$ cat config.mk
export PLATFORM = sky130hd
export DESIGN_NAME = tcw_engine
export DESIGN_NICKNAME = d
export VERILOG_FILES = /design/src/hw/rtl/tcw_pkg.sv /design/src/hw/rtl/tcw_engine.sv
export VERILOG_INCLUDE_DIRS = /design/src /design/src/hw/rtl
export SDC_FILE = /design/constraint.sdc
export NUM_CORES = 1
export LEC_CHECK = 0
export ABC_CLOCK_PERIOD_IN_PS = 11000
export BUFFER_PORTS_ARGS = -buffer_cell sky130_fd_sc_hd__buf_2
export CORE_MARGIN = 10
export CORE_UTILIZATION = 60
export CTS_CLUSTER_SIZE = 25
export DETAILED_ROUTE_END_ITERATION = 10
export PLACE_DENSITY = 0.89
export REMOVE_ABC_BUFFERS = 1
export SLEW_MARGIN = 20
export SYNTH_ARGS = -nofsm -noshare
export SYNTH_HDL_FRONTEND = slang
export SYNTH_SLANG_ARGS = --single-unit
$ cat constraint.sdc
create_clock -name clk -period 11 [get_ports clk]
set_clock_uncertainty 0.1 [all_clocks]
set_input_delay 0.55 -clock clk [delete_from_list [all_inputs] [get_ports clk]]
set_output_delay 0.55 -clock clk [all_outputs]
set_load 0.01 [all_outputs]
$ cat src/hw/rtl/text_console_writer_assert.svh
// ---------------------------------------------------------------------------
// text_console_writer_assert.svh
// assertion macros for the text console writer; empty for synthesis
// ---------------------------------------------------------------------------
`ifndef TEXT_CONSOLE_WRITER_ASSERT_SVH
`define TEXT_CONSOLE_WRITER_ASSERT_SVH

`ifndef SYNTHESIS

// condition holds at every edge outside reset
`define TCW_ASSERT(label, cond) \
  label: assert property (@(posedge clk) disable iff (rst) (cond)) \
    else $error("tcw assertion failed");

// consequence holds in the cycle after the antecedent
`define TCW_ASSERT_NEXT(label, ante, cons) \
  label: assert property (@(posedge clk) disable iff (rst) (ante) |=> (cons)) \
    else $error("tcw assertion failed");

`else

`define TCW_ASSERT(label, cond)
`define TCW_ASSERT_NEXT(label, ante, cons)

`endif

`endif

$ cat src/hw/rtl/tcw_pkg.sv
// ---------------------------------------------------------------------------
// tcw_pkg
// shared types and codes of the text console writer
// ---------------------------------------------------------------------------
package tcw_pkg;

  // widest cell address over the supported geometry (64 rows x 128 columns)
  localparam int ADDR_MAX_W = 13;
  localparam int CFG_IDX_W  = 4;

  localparam logic [1:0] CMD_PUT   = 2'd0;
  localparam logic [1:0] CMD_CLEAR = 2'd1;
  localparam logic [1:0] CMD_READ  = 2'd2;

  localparam logic [CFG_IDX_W-1:0] REG_FG_COLOR = 4'd0;
  localparam logic [CFG_IDX_W-1:0] REG_BG_COLOR = 4'd1;

  localparam logic [7:0] NEWLINE_CODE = 8'd10;
  localparam logic [7:0] BLANK_CODE   = 8'd32;
  localparam logic [7:0] RESET_ATTR   = 8'h0f;
  localparam logic [3:0] RESET_FG     = 4'd15;
  localparam logic [3:0] RESET_BG     = 4'd0;

  typedef struct packed {
    logic [7:0] attr;
    logic [7:0] code;
  } cell_t;

  localparam cell_t RESET_CELL = '{attr: RESET_ATTR, code: BLANK_CODE};

  typedef struct packed {
    logic                  we;
    logic                  re;
    logic [ADDR_MAX_W-1:0] addr;
    cell_t                 wdata;
  } mem_req_t;

  typedef struct packed {
    logic [1:0] command;
    logic [7:0] char_code;
    logic [4:0] read_row;
    logic [6:0] read_col;
  } item_t;

  typedef struct packed {
    logic [4:0] cursor_row;
    logic [6:0] cursor_col;
    logic [7:0] cell_char;
    logic [7:0] cell_attr;
  } result_t;

endpackage

$ cat src/hw/rtl/tcw_engine.sv
// ---------------------------------------------------------------------------
// tcw_engine
// command sequencer: cursor, rotating base row and fill sweeps
// ---------------------------------------------------------------------------
`include "text_console_writer_assert.svh"

module tcw_engine import tcw_pkg::*; #(
  parameter int COLUMNS = 80,
  parameter int ROWS    = 25
) (
  input  logic     clk,
  input  logic     rst,
  input  logic     item_valid,
  output logic     item_ready,
  input  item_t    item,
  input  logic [7:0] attr,
  output mem_req_t mem_req,
  input  cell_t    mem_rdata,
  output logic     res_valid,
  input  logic     res_ready,
  output result_t  res
);

  localparam int DEPTH = ROWS * COLUMNS;
  localparam int AW    = $clog2(DEPTH);
  localparam int ROW_W = $clog2(ROWS);
  localparam int COL_W = $clog2(COLUMNS);

  localparam logic [2:0] S_IDLE   = 3'd0;
  localparam logic [2:0] S_EXEC   = 3'd1;
  localparam logic [2:0] S_RDWAIT = 3'd2;
  localparam logic [2:0] S_SWEEP  = 3'd3;
  localparam logic [2:0] S_DONE   = 3'd4;

  logic [2:0]       state;
  logic [ROW_W-1:0] cur_row;
  logic [COL_W-1:0] cur_col;
  logic [ROW_W-1:0] base;
  logic [AW-1:0]    sweep;
  logic [AW-1:0]    sweep_last;
  cell_t            sweep_fill;
  logic             sweep_boot;
  item_t            it;
  logic [7:0]       res_char;
  logic [7:0]       res_attr;

  logic [AW-1:0]    cur_addr;
  logic [AW-1:0]    rd_addr;
  logic [AW-1:0]    base_addr;
  logic             rd_in_range;
  logic             is_newline;
  logic             wrap;
  logic             last_row;
  cell_t            blank;

  // logical row to physical row through the rotating base
  function automatic logic [ROW_W-1:0] phys_row(input logic [ROW_W-1:0] r,
                                                input logic [ROW_W-1:0] b);
    logic [ROW_W:0] s;
    s = {1'b0, r} + {1'b0, b};
    if (s >= (ROW_W+1)'(ROWS)) begin
      s = s - (ROW_W+1)'(ROWS);
    end
    return s[ROW_W-1:0];
  endfunction

  assign blank       = '{attr: attr, code: BLANK_CODE};
  assign cur_addr    = AW'(phys_row(cur_row, base) * COLUMNS) + AW'(cur_col);
  assign rd_addr     = AW'(phys_row(ROW_W'(it.read_row), base) * COLUMNS)
                     + AW'(it.read_col);
  assign base_addr   = AW'(base * COLUMNS);
  assign rd_in_range = (32'(it.read_row) < ROWS) && (32'(it.read_col) < COLUMNS);
  assign is_newline  = (it.char_code == NEWLINE_CODE);
  assign wrap        = is_newline || (cur_col == COL_W'(COLUMNS - 1));
  assign last_row    = (cur_row == ROW_W'(ROWS - 1));

  assign item_ready = (state == S_IDLE);
  assign res_valid  = (state == S_DONE);
  assign res        = '{cursor_row: 5'(cur_row), cursor_col: 7'(cur_col),
                        cell_char: res_char, cell_attr: res_attr};

  always_comb begin
    mem_req = '0;
    case (state)
      S_SWEEP: begin
        mem_req.we    = 1'b1;
        mem_req.addr  = ADDR_MAX_W'(sweep);
        mem_req.wdata = sweep_fill;
      end
      S_EXEC: begin
        if (it.command == CMD_PUT && !is_newline) begin
          mem_req.we    = 1'b1;
          mem_req.addr  = ADDR_MAX_W'(cur_addr);
          mem_req.wdata = '{attr: attr, code: it.char_code};
        end else if (it.command == CMD_READ && rd_in_range) begin
          mem_req.re   = 1'b1;
          mem_req.addr = ADDR_MAX_W'(rd_addr);
        end
      end
      default: begin
        mem_req = '0;
      end
    endcase
  end

  always_ff @(posedge clk) begin
    if (rst) begin
      state      <= S_SWEEP;
      sweep      <= '0;
      sweep_last <= AW'(DEPTH - 1);
      sweep_fill <= RESET_CELL;
      sweep_boot <= 1'b1;
      cur_row    <= '0;
      cur_col    <= '0;
      base       <= '0;
    end else begin
      case (state)
        S_IDLE: begin
          if (item_valid) begin
            it       <= item;
            res_char <= '0;
            res_attr <= '0;
            state    <= S_EXEC;
          end
        end
        S_EXEC: begin
          case (it.command)
            CMD_PUT: begin
              if (wrap) begin
                cur_col <= '0;
                if (!last_row) begin
                  cur_row <= cur_row + 1'b1;
                  state   <= S_DONE;
                end else begin
                  // old top row becomes the new bottom row, blank it
                  base       <= (base == ROW_W'(ROWS - 1)) ? '0 : base + 1'b1;
                  sweep      <= base_addr;
                  sweep_last <= base_addr + AW'(COLUMNS - 1);
                  sweep_fill <= blank;
                  state      <= S_SWEEP;
                end
              end else begin
                cur_col <= cur_col + 1'b1;
                state   <= S_DONE;
              end
            end
            CMD_CLEAR: begin
              sweep      <= '0;
              sweep_last <= AW'(DEPTH - 1);
              sweep_fill <= blank;
              state      <= S_SWEEP;
            end
            CMD_READ: begin
              state <= rd_in_range ? S_RDWAIT : S_DONE;
            end
            default: begin
              state <= S_DONE;
            end
          endcase
        end
        S_RDWAIT: begin
          res_char <= mem_rdata.code;
          res_attr <= mem_rdata.attr;
          state    <= S_DONE;
        end
        S_SWEEP: begin
          if (sweep == sweep_last) begin
            sweep_boot <= 1'b0;
            state      <= sweep_boot ? S_IDLE : S_DONE;
          end else begin
            sweep <= sweep + 1'b1;
          end
        end
        S_DONE: begin
          if (res_ready) begin
            state <= S_IDLE;
          end
        end
        default: begin
          state <= S_IDLE;
        end
      endcase
    end
  end

  `TCW_ASSERT(a_base_range, 32'(base) < ROWS)
  `TCW_ASSERT(a_cursor_range, (32'(cur_row) < ROWS) && (32'(cur_col) < COLUMNS))
  `TCW_ASSERT(a_sweep_bound, (state != S_SWEEP) || (sweep <= sweep_last))
  `TCW_ASSERT_NEXT(a_read_then_wait, mem_req.re, state == S_RDWAIT)

endmodule

==> results of run 1 <==
==> kinds of logic after synthesis <==
logic type / after synthesis / synth area share
buffers and inverters: 49 / 0.0442
and+or+nand+nor: 204 / 0.199
muxes: 8 / 0.0150
xor gates and xnor gates: 47 / 0.0749
other: 1 / 0.000683
adders and majority gates: 52 / 0.128
AOI/OAI and AO/OA: 121 / 0.160
DFF: 85 / 0.379
==> power by group through the flow <==
stage               Clock (mW)  Combinational, mW  Sequential (mW)
global placement             0              0.195            0.376
floorplan                    0              0.125            0.375
CTS                      0.213              0.201            0.370
global route             0.228              0.221            0.373
finish                   0.210              0.202            0.371
detailed placement           0              0.200            0.377
==> critical path, cell delays in order (launching register included) <==
cell,delay [ns]
dfxtp_1,0.51
ha_1,0.25
fa_1,0.45
inv_1,0.15
ha_1,0.18
inv_1,0.05
or3_1,0.36
a311o_1,0.40
o31ai_1,0.14
xnor2_1,0.21
ha_1,0.27
ha_1,0.23
inv_1,0.08
fa_1,0.43
nor2b_1,0.20
o21ai_0,0.21
or4_1,0.44
o2111ai_1,0.12
xor2_1,0.10
a221o_1,0.30
buf_2,0.15
==> cells in the final DEF (no fill, tap or decap), drive strengths merged, types with 9 or more instances in the layout <==
cell type  count
a21o           9
a21oi         25
a22o          10
and2          33
buf          109
clkbuf         9
dfxtp         47
edfxtp        38
ha            45
inv           29
nand2         46
nand3         17
nand4         11
nor2          46
o21ai         20
xnor2         18
xor2          29
==> synthesized netlist by cell type, types with 5 or more instances <==
| library cell | count |
|---|---|
| a211oi_1 | 5 |
| a21o_1 | 9 |
| a21oi_1 | 25 |
| a22o_1 | 10 |
| and2_1 | 27 |
| clkbuf_1 | 14 |
| dfxtp_1 | 47 |
| edfxtp_1 | 38 |
| fa_1 | 7 |
| ha_1 | 45 |
| inv_1 | 25 |
| mux2i_1 | 6 |
| nand2_1 | 46 |
| nand3_1 | 17 |
| nand4_1 | 11 |
| nor2_1 | 45 |
| nor3_1 | 6 |
| nor3b_1 | 5 |
| o21ai_0 | 19 |
| o22ai_1 | 5 |
| o31ai_1 | 6 |
| xnor2_1 | 18 |
| xor2_1 | 29 |
==> how the worst min path moves through the flow <==
| stage | startpoint | to | slack [ns] | cells past startpoint |
|---|---|---|---|---|
| after floorplan | sweep_boot | sweep_boot | 0.33 | 1 |
| after CTS | item[11] | it[11] | 0.24 | 1 |
| after global routing | item[8] | it[8] | 0.24 | 1 |
| after global placement | sweep_boot | sweep_boot | 0.35 | 1 |
| final | item[12] | it[12] | 0.25 | 1 |
| after detailed placement | sweep_boot | sweep_boot | 0.34 | 1 |
==> metal layers <==
metal | vias up | GRT usage | part of all wire
li1 | 2247 | - | -
met1 | 2235 | 0.238 | 0.39
met2 | 188 | 0.370 | 0.52
met3 | 14 | 0.0543 | 0.076
met4 | 0 | 0.0525 | 0.011
met5 | - | 0 | 0
==> area by class of cell <==
type | count | area share
clock inverters | 7 | 0.00885
flip-flops and latches | 85 | 0.335
clock buffers | 9 | 0.0199
inverters | 25 | 0.0151
multi-input cells | 434 | 0.511
well taps | 108 | 0.0217
repair buffers | 109 | 0.0881
==> state kept, by name (all words and copies together), names as in the netlist <==
register	count
sweep_boot	1
sweep_last	7
state	3
cur_row	5
sweep_fill	8
res_char	8
res_attr	8
cur_col	7
it	22
sweep	11
base	5
==> metrics by stage <==
step | instance area [um2] | util | power [mW] | worst slack [ns] | hold WS [ns]
2_1_floorplan | 5350 | - | 0.500 | 5.73 | 0.327
3_3_place_gp | 6030 | 0.685 | 0.571 | 5.48 | 0.347
3_5_place_dp | 6030 | 0.685 | 0.577 | 5.21 | 0.343
4_1_cts | 6210 | 0.706 | 0.784 | 4.77 | 0.243
5_1_grt | 6220 | 0.706 | 0.821 | 4.51 | 0.237
6_report | 6220 | 0.706 | 0.783 | 4.74 | 0.248
==> run metrics, run 1 <==
Die Wd=116 um; # rows=34; dpl cells=761; Core ar.=8810 um2; Layout Cells excl Fill=777; critical path launch point type=register; critical path fanouts, max=9; Hold/Removal Path Class=in2reg; Peak VDD IR=0.114 mV; routed vias/inst=6.03; Final Cycle Share=0.569; Filler Cell Count=676; Worst Setup SP=base[0]; Max clock buf depth=2; Top FF cell, synth=dfxtp_1; Mean Syn Cell Area=9.69 um2; Initial Utilization=0.624; antenna violations before repair=0; grt ovf=0; Max-Cap Viols=0; max-slew violation count=0; Synth area leader=edfxtp_1; Synth area leaders=edfxtp_1 21%, dfxtp_1 17%, ha_1 10%; via count=4684; leakage=2.72 nW; num ports=111; combinational share of power=0.258; DR iter-0 viols=356; CTS Root Cell=clkbuf_8; H-Tree Level Count=3; CTS tree=yes; reg-to-reg startpoint=cur_col[0]; final hold vios=0; Final GP Congestion=0.875; Reg clk slew, reported paths=0.09 ns; WL/cell=17.9 um; layout cell share with drive strength beyond 1=0.224; Final ANT Viol Nets=0; FF+latch area=2080 um2; clock buffer count from CTS=9; RSZ-0062 raised after global routing=no; Clock Latency Late Sink=0.37 ns; WP data required=10.35 ns; share of the synthesized area in the top cell type=0.208; f_max=0.160 GHz; Worst-Margin Slew=1.06 ns; Netlist Area Pre-Place=5490 um2; yosys warns=0; min cycle time layout=6.26 ns; gr usage total=0.206; Clk network pwr share=0.269; Synth Instances=567; final setup violation count=0; FF+latch count, synth=85; PwrDens=126 nW/um2; # DRC=0; chip height=116 um; die area=13400 um2; global-route wire length before repair=22400 um; number of synthesized flops with an enable pin=38; Inserted Diodes=0; Async SR Flop Fraction=0; Routed WL=13900 um; Rel. slew slack=0.297; Clock Sinks=85; setup_tns=0 ns; area of the multi-input gates=3180 um2; register share of total power=0.474; Synth-to-Final Area Change=13.2%; R2R Setup Slk=7.81 ns; Port Buf Inserts=108; post-CTS resize count=0; DP HPWL=10600 um; Worst R2R End=sweep[6]; Setup CP Type=reg2out; Nets=766; cells on worst reg2reg path=7; P_sw=0.268 mW; synth unique cells=78; postcts setup bufs=0; run status=finished, final reports clean; Worst EP arrival=5.61 ns; vias in the first global route=4675; cts hold-fix bufs=0; Setup crit end=mem_req[26]; 1st-pass router iterations=5; Pint=0.515 mW; sw frac=0.342; Worst Setup End Kind=output pin; sequential area share after synthesis=0.379; largest net degree at the start of global routing=41
Power figures use the tool's default switching activity.
==> run 2: changes to the inputs <==
ABC_AREA = 1   (was unset)
ABC_CLOCK_PERIOD_IN_PS = 6120   (was 11000)
CORE_UTILIZATION = 56   (was 60)
PLACE_DENSITY = 0.84   (was 0.89)
clock period = 6.12 ns   (was 11 ns; I/O delays follow)
==> run 2 against run 1 <==
Register-to-register slack worse by 4.3 ns. Routed wire length increased by 7.9%. Via count increased by 11%. Flip-flop and latch count unchanged. Largest power group unchanged.
==> run metrics, run 2 <==
largest net degree at the start of global routing=27 (-34%); # rows=36 (+5.9%); Rel. slew slack=0.430 (+0.133); clock buffer count from CTS=9 (unchanged); CTS Root Cell=clkbuf_8; share of the synthesized area in the top cell type=0.205 (-0.00234); Finished Core Util=0.685 (-0.0216); Reg clk slew, reported paths=0.10 ns (about the same); global-route wire length before repair=24900 um (+11%); FF+latch count, synth=85 (unchanged); min cycle time layout=5.01 ns; Routed WL=15100 um (+7.9%); Inserted Diodes=0 (unchanged); Hold/Removal Path Class=in2reg; sequential area share after synthesis=0.375 (-0.00427); Synth area leaders=edfxtp_1 21%, dfxtp_1 17%, ha_1 10%; grt ovf=0 (unchanged); Setup CP Type=reg2out; Die Wd=120 um (+3.4%); commonest cells after routing, fill and taps aside=115 x nand2_1, 111 x inv_1, 108 x buf_2, 62 x nor2_1, 58 x nand3_1; via count=5195 (+11%); Netlist Area Pre-Place=5560 um2 (+1.1%); Worst Setup SP=base[0]; DP HPWL=11600 um (+10%); f_max=0.200 GHz; final hold slack=0.0400 ns (-0.208 ns); Nets=928 (+21%); 1st-pass router iterations=5 (unchanged); Core ar.=9730 um2 (+10%); PwrDens=167 nW/um2 (+33%); Final GP Congestion=0.933 (+6.6%); Port Buf Inserts=108 (unchanged); # DRC=0 (unchanged); routed vias/inst=5.39 (-11%); WP data required=5.71 ns (-4.64 ns); R2R Setup Slk=3.51 ns (-4.30 ns); postcts setup bufs=0 (unchanged); synth unique cells=51 (-35%); gr usage total=0.209 (+0.00252); layout cell share with drive strength beyond 1=0.202 (-0.0220); Mean Syn Cell Area=8.00 um2 (-17%); Worst Setup Slack, final=1.11 ns (-3.63 ns); Worst Setup End Kind=output pin; final setup violation count=0 (unchanged); vias in the first global route=5283 (+13%); leakage=3.14 nW (+15%); critical path fanouts, max=8 (-1); number of synthesized flops with an enable pin=38 (unchanged); yosys warns=0 (unchanged); Worst EP arrival=4.61 ns (-1.00 ns); top cells by count, synth=115 x nand2_1, 111 x inv_1, 62 x nor2_1; max-slew violation count=0 (unchanged); Largest regs=it (22), sweep (11); Peak VDD IR=0.156 mV (+36%); Top FF cell, synth=dfxtp_1; DP Worst Slack=1.53 ns (-3.68 ns); antenna violations before repair=0 (unchanged); Synth area leader=edfxtp_1; critical path launch point type=register; DR iter-0 viols=288 (-19%); start point of the worst hold path=attr[0]; num ports=111 (unchanged); Async SR Flop Fraction=0 (unchanged); Max-Cap Viols=0 (unchanged); WL/cell=15.6 um (-13%); max FFs per register=22 (unchanged); chip height=120 um (+3.4%); reg-to-reg startpoint=base[1]; CTS tree=yes; Post-DP Area=6210 um2 (+2.9%); RSZ-0062 raised after global routing=no; Final Cycle Share=0.819; Worst-Margin Slew=0.852 ns (-0.203 ns); Final ANT Viol Nets=0 (unchanged); setup_tns=0 ns (unchanged); final hold vios=0 (unchanged); Largest Register=it; most common cell after layout, fill and taps aside=nand2_1; H-Tree Level Count=3 (unchanged); die area=14300 um2 (+6.9%); fin area=6660 um2 (+7.1%); run status=finished, final reports clean; Initial Utilization=0.571 (-0.0528); Synth Instances=695 (+23%); Max clock buf depth=2 (unchanged); Clock Sinks=85 (unchanged); Clock Latency Late Sink=0.38 ns (about the same); most frequent cell after synthesis=nand2_1; Synth-to-Final Area Change=19.9%
-- run 2: cell count changes after synthesis, moves of 11 or more --
cell and change:
inv_1 +86, nand2_1 +69, nand3_1 +41, and2_1 -27
nor2_1 +17, xor2_1 -15, o21ai_0 +13, nand2_2 +11
-- run 2: area by class of cell --
cell class              count  area [um2]
fillers                   802        3070
repair buffers            132         776
clock buffers              10         138
inverters                 120         450
well taps                 133         166
multi-input cells         478        2950
clock inverters             6        93.8
flip-flops and latches     85        2080
-- run 2: final timing paths --
path                    end  depth (start not counted)
max             mem_req[25]                         18
min           sweep_fill[8]                          3
max reg2reg  sweep_last[10]                          9
min reg2reg  sweep_fill[15]                          2
-- run 2: timing repair --
action,in CTS,in global routing
hold buffers,18,4
gates resized for setup,0,0
endpoints found under the hold margin,18,4
-- run 2: critical path, cell delays in order (launching register included) --
cell,delay [ns]
dfxtp_1,0.53
ha_1,0.25
fa_1,0.46
inv_1,0.11
ha_1,0.20
nand3b_1,0.10
nand3_1,0.12
nand2_1,0.15
o21ai_0,0.38
inv_1,0.12
ha_1,0.30
ha_1,0.17
inv_1,0.06
fa_1,0.54
nor2_1,0.07
or2_2,0.27
nand3_1,0.06
o311ai_0,0.16
buf_2,0.18
-- run 2: where the power goes --
group | total (mW) | switching (mW) | internal, mW
clock | 0.471 | 0.225 | 0.245
sequential | 0.593 | 0.00215 | 0.591
combinational | 0.0477 | 0.0215 | 0.0262
-- run 2: kinds of logic (layout without fill, tap and decap cells) --
group                      Yosys count  count (layout)  synth area share
buffers and inverters              133             268            0.0955
other                                1               2          0.000675
DFF                                 85              85             0.375
and+or+nand+nor                    298             298             0.255
AOI/OAI and AO/OA                  103             103             0.111
adders and majority gates           52              52             0.127
xor gates and xnor gates            23              23            0.0363
-- run 2: routing by layer --
| metal | track usage | vias up | wire, um |
|---|---|---|---|
| met3 | 0.0581 | 37 | 1020 |
| met5 | 0 | - | 0 |
| met1 | 0.241 | 2406 | 6210 |
| met4 | 0.0769 | 0 | 359 |
| li1 | - | 2578 | - |
| met2 | 0.361 | 174 | 7460 |
-- run 2: stage by stage --
| stage | power, mW | instances |
|---|---|---|
| 4_1_cts | 1.11 | 960 |
| 3_5_place_dp | 0.643 | 926 |
| 6_report | 1.11 | 964 |
| 2_1_floorplan | 0.619 | 683 |
| 3_3_place_gp | 0.641 | 926 |
| 5_1_grt | 1.15 | 964 |
